<file path="src/sv/mmc_ram.sv">
// Generic simple dual-port RAM with registered read.
module mmc_ram #(
    parameter int WIDTH = 8,
    parameter int DEPTH = 16
) (
    input  logic                     aclk,
    input  logic                     we,
    input  logic [$clog2(DEPTH)-1:0] waddr,
    input  logic [WIDTH-1:0]         wdata,
    input  logic [$clog2(DEPTH)-1:0] raddr,
    output logic [WIDTH-1:0]         rdata
);

    logic [WIDTH-1:0] mem [DEPTH];
    logic [WIDTH-1:0] rdata_reg;

    always_ff @(posedge aclk) begin
        if (we) begin
            mem[waddr] <= wdata;
        end
        rdata_reg <= mem[raddr];
    end

    assign rdata = rdata_reg;

endmodule

</file>
<file path="config.mk">
export PLATFORM = sky130hd
export DESIGN_NAME = mmc_ram
export DESIGN_NICKNAME = d
export VERILOG_FILES = /design/src/sv/mmc_ram.sv
export SDC_FILE = /design/constraint.sdc
export NUM_CORES = 1
export LEC_CHECK = 0
export ABC_AREA = 1
export BUFFER_PORTS_ARGS = -buffer_cell sky130_fd_sc_hd__buf_2
export CAP_MARGIN = 25
export CORE_ASPECT_RATIO = 1.2
export CORE_UTILIZATION = 53
export DETAILED_ROUTE_END_ITERATION = 8
export MAX_ROUTING_LAYER = met4
export PLACE_DENSITY = 0.67
export SYNTH_ARGS = -nofsm -noshare
export SYNTH_HDL_FRONTEND = slang
export SYNTH_SLANG_ARGS = --single-unit
</file>
<file path="constraint.sdc">
create_clock -name aclk -period 1.75 [get_ports aclk]
set_clock_uncertainty 0.15 [all_clocks]
set_input_delay 0.0875 -clock aclk [delete_from_list [all_inputs] [get_ports aclk]]
set_output_delay 0.0875 -clock aclk [all_outputs]
set_load 0.01 [all_outputs]
</file>
---- After elaboration in Yosys (flattened, before gate mapping) ----
Memories as Yosys holds them, arrays and structs flattened. A register that Yosys moved wholly into a read port is not among the register bits.
Cells that the tools add are included.
word-level totals
  memories ................................ 1
  register bits ........................... 0
  bits in read-only memories .............. 0
  output and inout bits ................... 8
  input bits .............................. 18
  word-level logic and storage cells ...... 3
  bits in latches ......................... 0
  bits in writable memories ............... 128
memory list
  memory  words  width  rd ports  clocked after Yosys merged registers in  wr ports  line  text
  mem     16     8      1         1                                        1         14    logic [WIDTH-1:0] mem [DEPTH];
operators by class
  equality and inequality tests ........... 0
  reductions and logical operators ........ 0
  $mul .................................... 0
  bitwise operators ....................... 0
  div/mod/pow operators ................... 0
  multiplexer cells ....................... 2
  shift-type cells ........................ 0
  magnitude comparators ................... 0
  $add $sub $neg .......................... 0
operators with widths
  kind               count
  1-bit two-way mux  2

---- Longest topological paths before layout ----
Gate-level depths: netlist (run 1).
  word-level depth ........................ 2
  gate-level depth with buffers ........... 8

---- Least setup slack after synthesis (run 1) ----
No wires, ideal clock.
  path type ............................... input port to flip-flop
  from .................................... in waddr[2]
  to ...................................... mem mem[10][0] (enable)
  setup slack ............................. 0.562 ns
  arrival time ............................ 0.668 ns
  library setup time ...................... 0.370 ns
  data required time ...................... 1.230 ns
  buffers on the path ..................... 0
  stages on the path ...................... 2
  path through ............................ nand3b_1 nor2_1
RTL lines
  what             line  text
  start, declared  8     input logic [$clog2(DEPTH)-1:0] waddr,
  end, declared    14
No word-level cell before the write port.

---- Worst setup path in the final report (run 1) ----
  from .................................... reg rdata_reg[2], in the netlist rdata[2], read port of mem
  to ...................................... out rdata[2]
RTL lines
  what             line  text
  start, declared  15    logic [WIDTH-1:0] rdata_reg;
  end, declared    11    output logic [WIDTH-1:0] rdata
No word-level cell between the ends.

==> out/metrics.yaml, run 1 <==
clock_latency_ns: 0.41
areaGrowthSynthToFinish_pct: 16.7
holdWs_ns: 0.0155
rsz0062_at_grt: "false"
post-route-period-util_pct: 67.9
vias_per_cell: 5.26
fin_setup_tns_ns: 0
die-area_mm2: 0.0113
wirelength_um: 12400
cp-start-kind: "flop"
p_sw_mw: 1.56
place_hpwl_um: 7600
final_area_mm2: 0.00673
criticalPathCategory: "reg2out"
cts_made_buffers: 17
antenna_cells: 0
grt_start_max_net_pins: 65
cp.arrival_ns: 0.95
die_h_um: 116
ioPinCount: 26
ant_nets: 0
cp_max_fo: 1
syn_area_per_cell_um2: 10.5
synth_cell_types: 12
synth_area_mm2: 0.00577
dp_slack_ns: 0.382
final_cell_count_no_fill: 746
drive_above_1_share_pct: 12.2
p_per_area_mw_per_mm2: 1100
yosysSeqAreaShare_pct: 69.4
combinationalPowerShare_pct: 6.1
cts_tree: "built"
p_clk_share_pct: 44.4
swShare_pct: 21.0
synth.yosys.warnings: 0
nets: 622
placed_area_mm2: 0.00609
min_path_type: "in2reg"
pwr-share-seq_pct: 49.5
syn-num-nets: 569
grt_pass1_vias: 3757
max_cap_violations: 0
wire_per_inst_um: 16.6
initial_utilization_pct: 54.6
place_inst: 705
core_mm2: 0.0106
netlist_instances: 551
grtUsageTotal_pct: 24.5
max_freq_ghz: 0.842
cts_setup_buffers: 0
critPathBufInv: 1
path_cells: "buf_2"
intPower_mw: 5.85
root_buffer: "clkbuf_16"
drv_slew: 0
setup_violations: 0
final_util_pct: 63.7
clock-sinks: 136
crit_slowest_cell: "dfxtp_1"
p_leak_nw: 2.95
slowest_delay_ns: 0.38
timing_hold_violations_final: 0
n_fill_cell: 818
r2r-start: "mem[7][4]$_DFFE_PP_"
largest_register_ffs: 128
fin_crit_ns: 1.19
cts_resized: 0
fp.dieW_um: 97.2
cp.required_ns: 1.51
first_pass_iters: 5
gp_congestion: 0.853
drt_iter0_markers: 286
min_from: "raddr[2]"
drc: 0
slew_headroom_pct: 60.9
p_total_mw: 7.40
critical_path.top_delay_family: "flip-flops"
grt_antenna_before_repair: 0
startpoint: "rdata[2]$_DFF_P_"
final.setup.worst_slack_ns: 0.563
io_buffers: 25
num_rows: 41
path_clk_slew_ns: 0.05
tightest_slew_ns: 0.586
status: "completed"
htree_levels: 4
peakVddDrop_mv: 0.647
clockBufferDepth: 2
cp-end-kind: "primary output"
hold_buffers: 9
grt_pass1_wl_um: 19500
ys_seq_elements: 136
grt.overflow.total: 0
vias: 3921
cells in the final DEF (no fill, tap or decap):
cell type / count
buf_12: 2
buf_2: 25
buf_4: 22
bufinv_16: 2
clkbuf_1: 3
clkbuf_16: 17
clkinv_1: 5
clkinv_2: 3
clkinvlp_4: 2
dfxtp_1: 8
dlygate4sd3_1: 9
edfxtp_1: 128
inv_1: 100
inv_2: 2
nand2_1: 173
nand3_1: 97
nand3b_1: 2
nor2_1: 17
worst paths after layout:
path | to | slack (ns) | depth (start not counted)
setup / recovery | rdata[2] | 0.56 | 1
hold / removal | rdata[2]$_DFF_P_ | 0.02 | 4
setup reg to reg | rdata[4]$_DFF_P_ | 0.59 | 6
hold reg to reg | rdata[4]$_DFF_P_ | 0.51 | 6
area by class of cell:
cell class	instances	area [um^2]	area share [%]
Tap cell	129	161	2.40
Inverter	102	383	5.69
Sequential cell	136	4000	59.5
Clock inverter	12	109	1.62
Timing Repair Buffer	58	420	6.25
Multi-Input combinational cell	289	1210	18.0
Clock buffer	20	437	6.49
cells by family after synthesis:
group                  count (synthesis)  share of synthesized area, %
DFF                                  136                          69.4
and+or+nand+nor                      289                          21.0
buffers and inverters                126                          9.52
layer usage:
metal	wire, um	track usage [%]	vias to the layer above	part of all wire [%]
met5	0	-	-	0
met4	450	13.0	0	3.6
met3	797	5.21	32	6.4
met2	6130	40.1	145	49
met1	5010	28.9	1865	40
li1	-	-	1879	-
power by group through the flow:
stage / logic [mW] / clock network (mW) / registers, mW
6_report: 0.450 / 3.29 / 3.67
5_1_grt: 0.502 / 3.46 / 3.67
4_1_cts: 0.454 / 3.31 / 3.67
3_5_place_dp: 0.435 / 0 / 3.73
3_3_place_gp: 0.425 / 0 / 3.73
2_1_floorplan: 0.257 / 0 / 3.74
synth_stat cells (all sizes together):
library cell    n  area (um^2)
nand2         173          649
edfxtp        128         3840
inv           102          383
nand3          97          485
buf            24          166
nor2           17         63.8
dfxtp           8          160
nand3b          2         15.0
(Power assumes the default switching activity.)
==> inputs of run 2 (changes only) <==
--- a/config.mk
+++ b/config.mk
@@ -5,14 +5,14 @@
 export SDC_FILE = /design/constraint.sdc
 export NUM_CORES = 1
 export LEC_CHECK = 0
-export ABC_AREA = 1
+export ABC_AREA = 0
 export BUFFER_PORTS_ARGS = -buffer_cell sky130_fd_sc_hd__buf_2
 export CAP_MARGIN = 25
 export CORE_ASPECT_RATIO = 1.2
 export CORE_UTILIZATION = 53
 export DETAILED_ROUTE_END_ITERATION = 8
 export MAX_ROUTING_LAYER = met4
-export PLACE_DENSITY = 0.67
+export PLACE_DENSITY = 0.68
 export SYNTH_ARGS = -nofsm -noshare
 export SYNTH_HDL_FRONTEND = slang
 export SYNTH_SLANG_ARGS = --single-unit
==> constraint.sdc (replaced) <==
create_clock -name aclk -period 1.1 [get_ports aclk]
set_clock_uncertainty 0.15 [all_clocks]
set_input_delay 0.055 -clock aclk [delete_from_list [all_inputs] [get_ports aclk]]
set_output_delay 0.055 -clock aclk [all_outputs]
set_load 0.01 [all_outputs]
==> out/metrics.yaml, run 2 <==
status: "finished, violations left"  # was completed
violations: "setup timing"
min_path_type: "in2reg"  # unchanged
yosys.area.top_type_share_pct: 74.7  # was 66.7%
place_inst: 405  # was 705
mostFrequentLayoutCell: "edfxtp_1"  # was nand2_1
n_fill_cell: 588  # was 818
pwr-share-seq_pct: 46.3  # was 49.5%
layout_common_cells: "edfxtp_1 (128), mux4_2 (31), buf_4 (25)"  # was nand2_1 (173), edfxtp_1 (128), inv_1 (100)
synth_edf_count: 128  # unchanged
crit_slowest_cell: "mux4_2"  # was dfxtp_1
syn_area_per_cell_um2: 22.5  # was 10.5 um^2
cts_tree: "built"  # unchanged
path_cells: "mux4_2 -> a22oi_2 -> nand2_1"  # was buf_2
slew_headroom_pct: 42.1  # was 60.9%
num_rows: 39  # was 41
wirelength_um: 10100  # was 12,400 um
swShare_pct: 18.7  # was 21.0%
synth_top_cell_by_area: "edfxtp_1"  # unchanged
wire_per_inst_um: 22.7  # was 16.6 um
dp_slack_ns: -0.477  # was 0.382 ns
min_from: "raddr[1]"  # was raddr[2]
final.setup.worst_slack_ns: -0.336  # was 0.563 ns
antenna_cells: 0  # unchanged
clock-sinks: 136  # unchanged
synth.yosys.warnings: 0  # unchanged
drt_iter0_markers: 172  # was 286
vias: 2542  # was 3,921
largest_register_ffs: 128  # unchanged
cts_made_buffers: 17  # unchanged
async_flop_share_pct: 0  # unchanged
htree_levels: 4  # unchanged
max_cap_violations: 0  # unchanged
grt_pass1_wl_um: 15600  # was 19,500 um
slowest_delay_ns: 0.51  # was 0.38 ns
p_leak_nw: 2.25  # was 2.95 nW
tightest_slew_ns: 0.865  # was 0.586 ns
r2r-start: "mem[3][0]$_DFFE_PP_"  # was mem[7][4]$_DFFE_PP_
areaGrowthSynthToFinish_pct: 28.0  # was 16.7%
cp_max_fo: 1  # unchanged
drc: 0  # unchanged
path_clk_slew_ns: 0.06  # was 0.05 ns
placed_area_mm2: 0.00583  # was 0.00609 mm^2
intPower_mw: 10.3  # was 5.85 mW
grt_antenna_before_repair: 0  # unchanged
syn-num-nets: 247  # was 569
seqCellArea_mm2: 0.00401  # was 0.00400 mm^2
fin_crit_ns: 1.44
cp.arrival_ns: 1.59  # was 0.95 ns
grt_start_max_net_pins: 25  # was 65
combinationalPowerShare_pct: 5.4  # was 6.1%
synth_area_mm2: 0.00515  # was 0.00577 mm^2
rsz0062_at_grt: "true"  # was false
ioPinCount: 26  # unchanged
io_buffers: 25  # unchanged
yosysSeqAreaShare_pct: 77.8  # was 69.4%
root_buffer: "clkbuf_16"  # unchanged
timing_hold_violations_final: 0  # unchanged
final_area_mm2: 0.00659  # was 0.00673 mm^2
clockBufferDepth: 2  # unchanged
peakVddDrop_mv: 1.19  # was 0.647 mV
netlist_instances: 229  # was 551
nets: 327  # was 622
synth_commonest_cells: "edfxtp_1 (128), mux4_2 (18), a22oi_1 (16), mux4_1 (14), nor2_1 (13)"  # was nand2_1 (173), edfxtp_1 (128), inv_1 (100), nand3_1 (97), nor2_1 (17)
holdWs_ns: 0.0721  # was 0.0155 ns
startpoint: "mem[3][0]$_DFFE_PP_"  # was rdata[2]$_DFF_P_
vias_per_cell: 5.71  # was 5.26
synth_cell_types: 19  # was 12
drv_slew: 0  # unchanged
post-route-period-util_pct: 131
final_cell_count_no_fill: 445  # was 746
die-area_mm2: 0.0101  # was 0.0113 mm^2
ant_nets: 0  # unchanged
synth.top_cells.by_area: "edfxtp_1 (75%), mux4_2 (7.9%), mux4_1 (7.1%)"  # was edfxtp_1 (67%), nand2_1 (11%), nand3_1 (8.4%)
p_sw_mw: 2.37  # was 1.56 mW
critPathBufInv: 0  # was 1
yosysMostFrequentCell: "edfxtp_1"  # was nand2_1
multiInputGateArea_mm2: 0.00112  # was 0.00121 mm^2
criticalPathCategory: "reg2reg"  # was reg2out
max_freq_ghz: 0.696
cts_setup_buffers: 0  # unchanged
ys.flop_type: "edfxtp_1"  # unchanged
grt.overflow.total: 0  # unchanged
fp.dieW_um: 92.0  # was 97.2 um
drive_above_1_share_pct: 45.7  # was 12.2%
place_hpwl_um: 6310  # was 7600 um
cp.required_ns: 1.25  # was 1.51 ns
first_pass_iters: 4  # was 5
die_h_um: 110  # was 116 um
cp-end-kind: "flop"  # was primary output
p_clk_share_pct: 48.3  # was 44.4%
initial_utilization_pct: 54.4  # was 54.6%
p_per_area_mw_per_mm2: 1920  # was 1100 mW/mm^2
core_mm2: 0.00947  # was 0.0106 mm^2
grtUsageTotal_pct: 23.4  # was 24.5%
clock_latency_ns: 0.41  # about the same
critical_path.top_delay_family: "multiplexers"  # was flip-flops
setup_violations: 8  # was 0
cp-start-kind: "flop"  # unchanged
grt_pass1_vias: 2702  # was 3,757
ys_seq_elements: 136  # unchanged
gp_congestion: 0.848  # was 0.853
## run 2: per-stage QoR
step                util (%)  setup TNS, ns  power, mW
floorplan                  -         -10.56       6.28
global placement        61.6         -32.74       6.56
detailed placement      61.6         -33.98       6.58
CTS                     69.3          -2.50       12.7
global route            69.6          -2.84       13.0
finish                  69.6          -2.40       12.6
## run 2: power groups by stage
stage	logic (mW)	clock network (mW)	registers (mW)
5_1_grt	0.742	6.38	5.85
2_1_floorplan	0.337	0	5.94
4_1_cts	0.681	6.15	5.84
6_report	0.688	6.10	5.84
3_5_place_dp	0.642	0	5.94
3_3_place_gp	0.630	0	5.93
## run 2: layout make-up
type / instances / area share [%]
timing repair buffer: 71 / 10.2
clock buffer: 23 / 7.10
clock inverter: 9 / 2.58
tap: 123 / 2.34
multi-input combinational: 83 / 17.0
sequential: 136 / 60.8
## run 2: logic make-up after synthesis
group | after synthesis | share of synthesized area (%)
AOI/OAI and AO/OA | 16 | 2.33
muxes | 32 | 15.0
and+or+nand+nor | 35 | 3.18
DFF | 136 | 77.8
buffers and inverters | 10 | 1.68
## run 2: per-layer routing
layer,vias up,part of all wire [%],GRT usage (%)
li1,1116,-,-
met1,1346,44,29.1
met2,68,51,35.4
met3,12,3.8,7.95
met4,0,1.3,10.2
met5,-,0,-
## run 2: tightest hold or removal path, cell delays in order
cell and delay [ns]:
buf_2 0.13, buf_4 0.11, mux4_2 0.16, a22oi_1 0.08
nand2_1 0.07
## run 2: what timing repair did
action | 4_1_cts | 5_1_grt
pin swaps | 2 | 1
hold buffers | 8 | 0
setup endpoints to repair | 11 | 13
endpoints found under the hold margin | 128 | 0
resized for setup | 8 | 5
## run 2: worst paths after layout
path,endpoint,slack (ns),cells after the start
max,rdata[0]$_DFF_P_,-0.34,3
max reg2reg,rdata[0]$_DFF_P_,-0.34,3
min,rdata[7]$_DFF_P_,0.07,5
min reg2reg,rdata[2]$_DFF_P_,0.53,3
==> inputs of run 3 (changes only) <==
--- a/config.mk
+++ b/config.mk
@@ -16,3 +16,4 @@
 export SYNTH_ARGS = -nofsm -noshare
 export SYNTH_HDL_FRONTEND = slang
 export SYNTH_SLANG_ARGS = --single-unit
+export TNS_END_PERCENT = 1
==> out/metrics.yaml, run 3 (synthesis gave the netlist of run 2 again) <==
pwr-share-seq_pct: 48.9  # was 46.3%
ioPinCount: 26  # unchanged
criticalPathCategory: "reg2reg"  # unchanged
p_leak_nw: 2.20  # was 2.25 nW
vias: 2610  # was 2,542
place_hpwl_um: 6590  # was 6310 um
wirelength_um: 10200  # was 10,100 um
drv_slew: 0  # unchanged
path_clk_slew_ns: 0.06  # about the same
ant_nets: 0  # unchanged
fin_setup_tns_ns: -2.44  # was -2.40 ns
cp.required_ns: 1.24  # was 1.25 ns
slowest_delay_ns: 0.49  # was 0.51 ns
cts_tree: "built"  # unchanged
fin_crit_ns: 1.45  # was 1.44 ns
die-area_mm2: 0.0101  # unchanged
path_depth: 3  # unchanged
status: "finished, violations left"  # unchanged
crit_slowest_cell: "mux4_2"  # unchanged
vias_per_cell: 5.85  # was 5.71
slew_headroom_pct: 38.5  # was 42.1%
p_clk_share_pct: 45.4  # was 48.3%
clock-sinks: 136  # unchanged
tightest_slew_ns: 0.920  # was 0.865 ns
p_sw_mw: 2.33  # was 2.37 mW
p_per_area_mw_per_mm2: 1860  # was 1920 mW/mm^2
cts_setup_buffers: 0  # unchanged
die_h_um: 110  # unchanged
num_rows: 39  # unchanged
reg2regPathDepth: 3  # unchanged
met1Wirelength_um: 4500  # was 4420 um
critPathBufInv: 0  # unchanged
grt_pass1_wl_um: 15600  # about the same
final.setup.worst_slack_ns: -0.349  # was -0.336 ns
drive_above_1_share_pct: 44.3  # was 45.7%
place_inst: 406  # was 405
met3_length_um: 408  # was 380 um
drt_iter0_markers: 246  # was 172
cp-start-kind: "flop"  # unchanged
antenna_cells: 0  # unchanged
peakVddDrop_mv: 1.13  # was 1.19 mV
path_cells: "mux4_2 -> a22oi_2 -> nand2_1"  # unchanged
critical_path.top_delay_family: "multiplexers"  # unchanged
startpoint: "mem[3][7]$_DFFE_PP_"  # was mem[3][0]$_DFFE_PP_
drc: 0  # unchanged
combinationalPowerShare_pct: 5.6  # was 5.4%
min_path_type: "in2reg"  # unchanged
swShare_pct: 19.5  # was 18.7%
core_mm2: 0.00947  # unchanged
top_layer: "met4"  # unchanged
cts_made_buffers: 17  # unchanged
whs_path_depth: 3  # was 5
grtUsageTotal_pct: 23.7  # was 23.4%
route.met2.wl_um: 5180  # was 5160 um
max_freq_ghz: 0.690  # was 0.696 GHz
cp-end-kind: "flop"  # unchanged
r2r-start: "mem[3][7]$_DFFE_PP_"  # was mem[3][0]$_DFFE_PP_
areaGrowthSynthToFinish_pct: 24.8  # was 28.0%
io_buffers: 25  # unchanged
first_pass_iters: 4  # unchanged
n_fill_cell: 629  # was 588
max_cap_violations: 0  # unchanged
nets: 328  # was 327
multiInputGateArea_mm2: 0.00109  # was 0.00112 mm^2
largest_register_ffs: 128  # unchanged
seqCellArea_mm2: 0.00401  # about the same
clockBufferDepth: 2  # unchanged
setup_violations: 8  # unchanged
mostFrequentLayoutCell: "edfxtp_1"  # unchanged
timing_hold_violations_final: 0  # unchanged
grt_antenna_before_repair: 0  # unchanged
cp.arrival_ns: 1.59  # about the same
gp_congestion: 0.743  # was 0.848
grt.overflow.total: 0  # unchanged
wire_per_inst_um: 23.0  # was 22.7 um
grt_start_max_net_pins: 21  # was 25
intPower_mw: 9.62  # was 10.3 mW
grt_pass1_vias: 2635  # was 2,702
rsz0062_at_grt: "true"  # unchanged
root_buffer: "clkbuf_16"  # unchanged
cp_max_fo: 1  # unchanged
initial_utilization_pct: 54.4  # unchanged
violations: "setup timing"  # unchanged
htree_levels: 4  # unchanged
final_cell_count_no_fill: 446  # was 445
clock_latency_ns: 0.41  # about the same
layout_common_cells: "edfxtp_1 (128), buf_4 (33), mux4_2 (30)"  # was edfxtp_1 (128), mux4_2 (31), buf_4 (25)
fp.dieW_um: 92.0  # unchanged
min_from: "waddr[1]"  # was raddr[1]
post-route-period-util_pct: 132  # was 131%
[run 3: power by group through the flow]
stage               clock (mW)  combinational [mW]  sequential [mW]
floorplan                    0               0.312             5.94
global placement             0               0.602             5.94
detailed placement           0               0.617             5.94
CTS                       5.49               0.672             5.84
global route              5.75               0.724             5.85
finish                    5.43               0.674             5.85
[run 3: timing repair]
item                                    CTS  global route
endpoints found under the setup margin   11            13
pin swaps                                 4             1
hold buffers                              8             0
endpoints found under the hold margin   128             0
resized for setup                        15             5
[run 3: stage by stage]
stage | instance area (um^2) | utilization, % | hold WS [ns] | setup slack (ns) | total power [mW]
after CTS | 6410 | 67.7 | 0.0465 | -0.315 | 12.0
after floorplan | 5160 | - | 0.00387 | -0.211 | 6.25
after detailed placement | 5710 | 60.3 | 0.300 | -0.520 | 6.56
final | 6420 | 67.9 | 0.0616 | -0.349 | 11.9
after global routing | 6420 | 67.9 | 0.0602 | -0.391 | 12.3
after global placement | 5710 | 60.3 | 0.287 | -0.511 | 6.54
[run 3: metal layers]
| metal | up-vias | GRT usage [%] |
|---|---|---|
| met2 | 89 | 36.5 |
| met4 | 0 | 7.81 |
| met5 | - | - |
| li1 | 1127 | - |
| met3 | 13 | 7.33 |
| met1 | 1381 | 30.5 |
[run 3: path summary, 6_finish.rpt]
check | end | slack (ns)
worst min register to register | rdata[2]$_DFF_P_ | 0.53
worst max register to register | rdata[7]$_DFF_P_ | -0.35
worst max-delay path | rdata[7]$_DFF_P_ | -0.35
worst min-delay path | mem[12][5]$_DFFE_PP_ | 0.06
[run 3: layout make-up]
type | count | share of cell area, %
clock buffers | 23 | 7.44
well taps | 123 | 2.40
multi-input cells | 83 | 16.9
clock inverters | 9 | 1.54
flip-flops and latches | 136 | 62.5
repair buffers | 72 | 9.21
[run 3: worst min-delay path: stages]
cell and delay, ns:
buf_2 0.17, nor3_2 0.08, buf_12 0.14
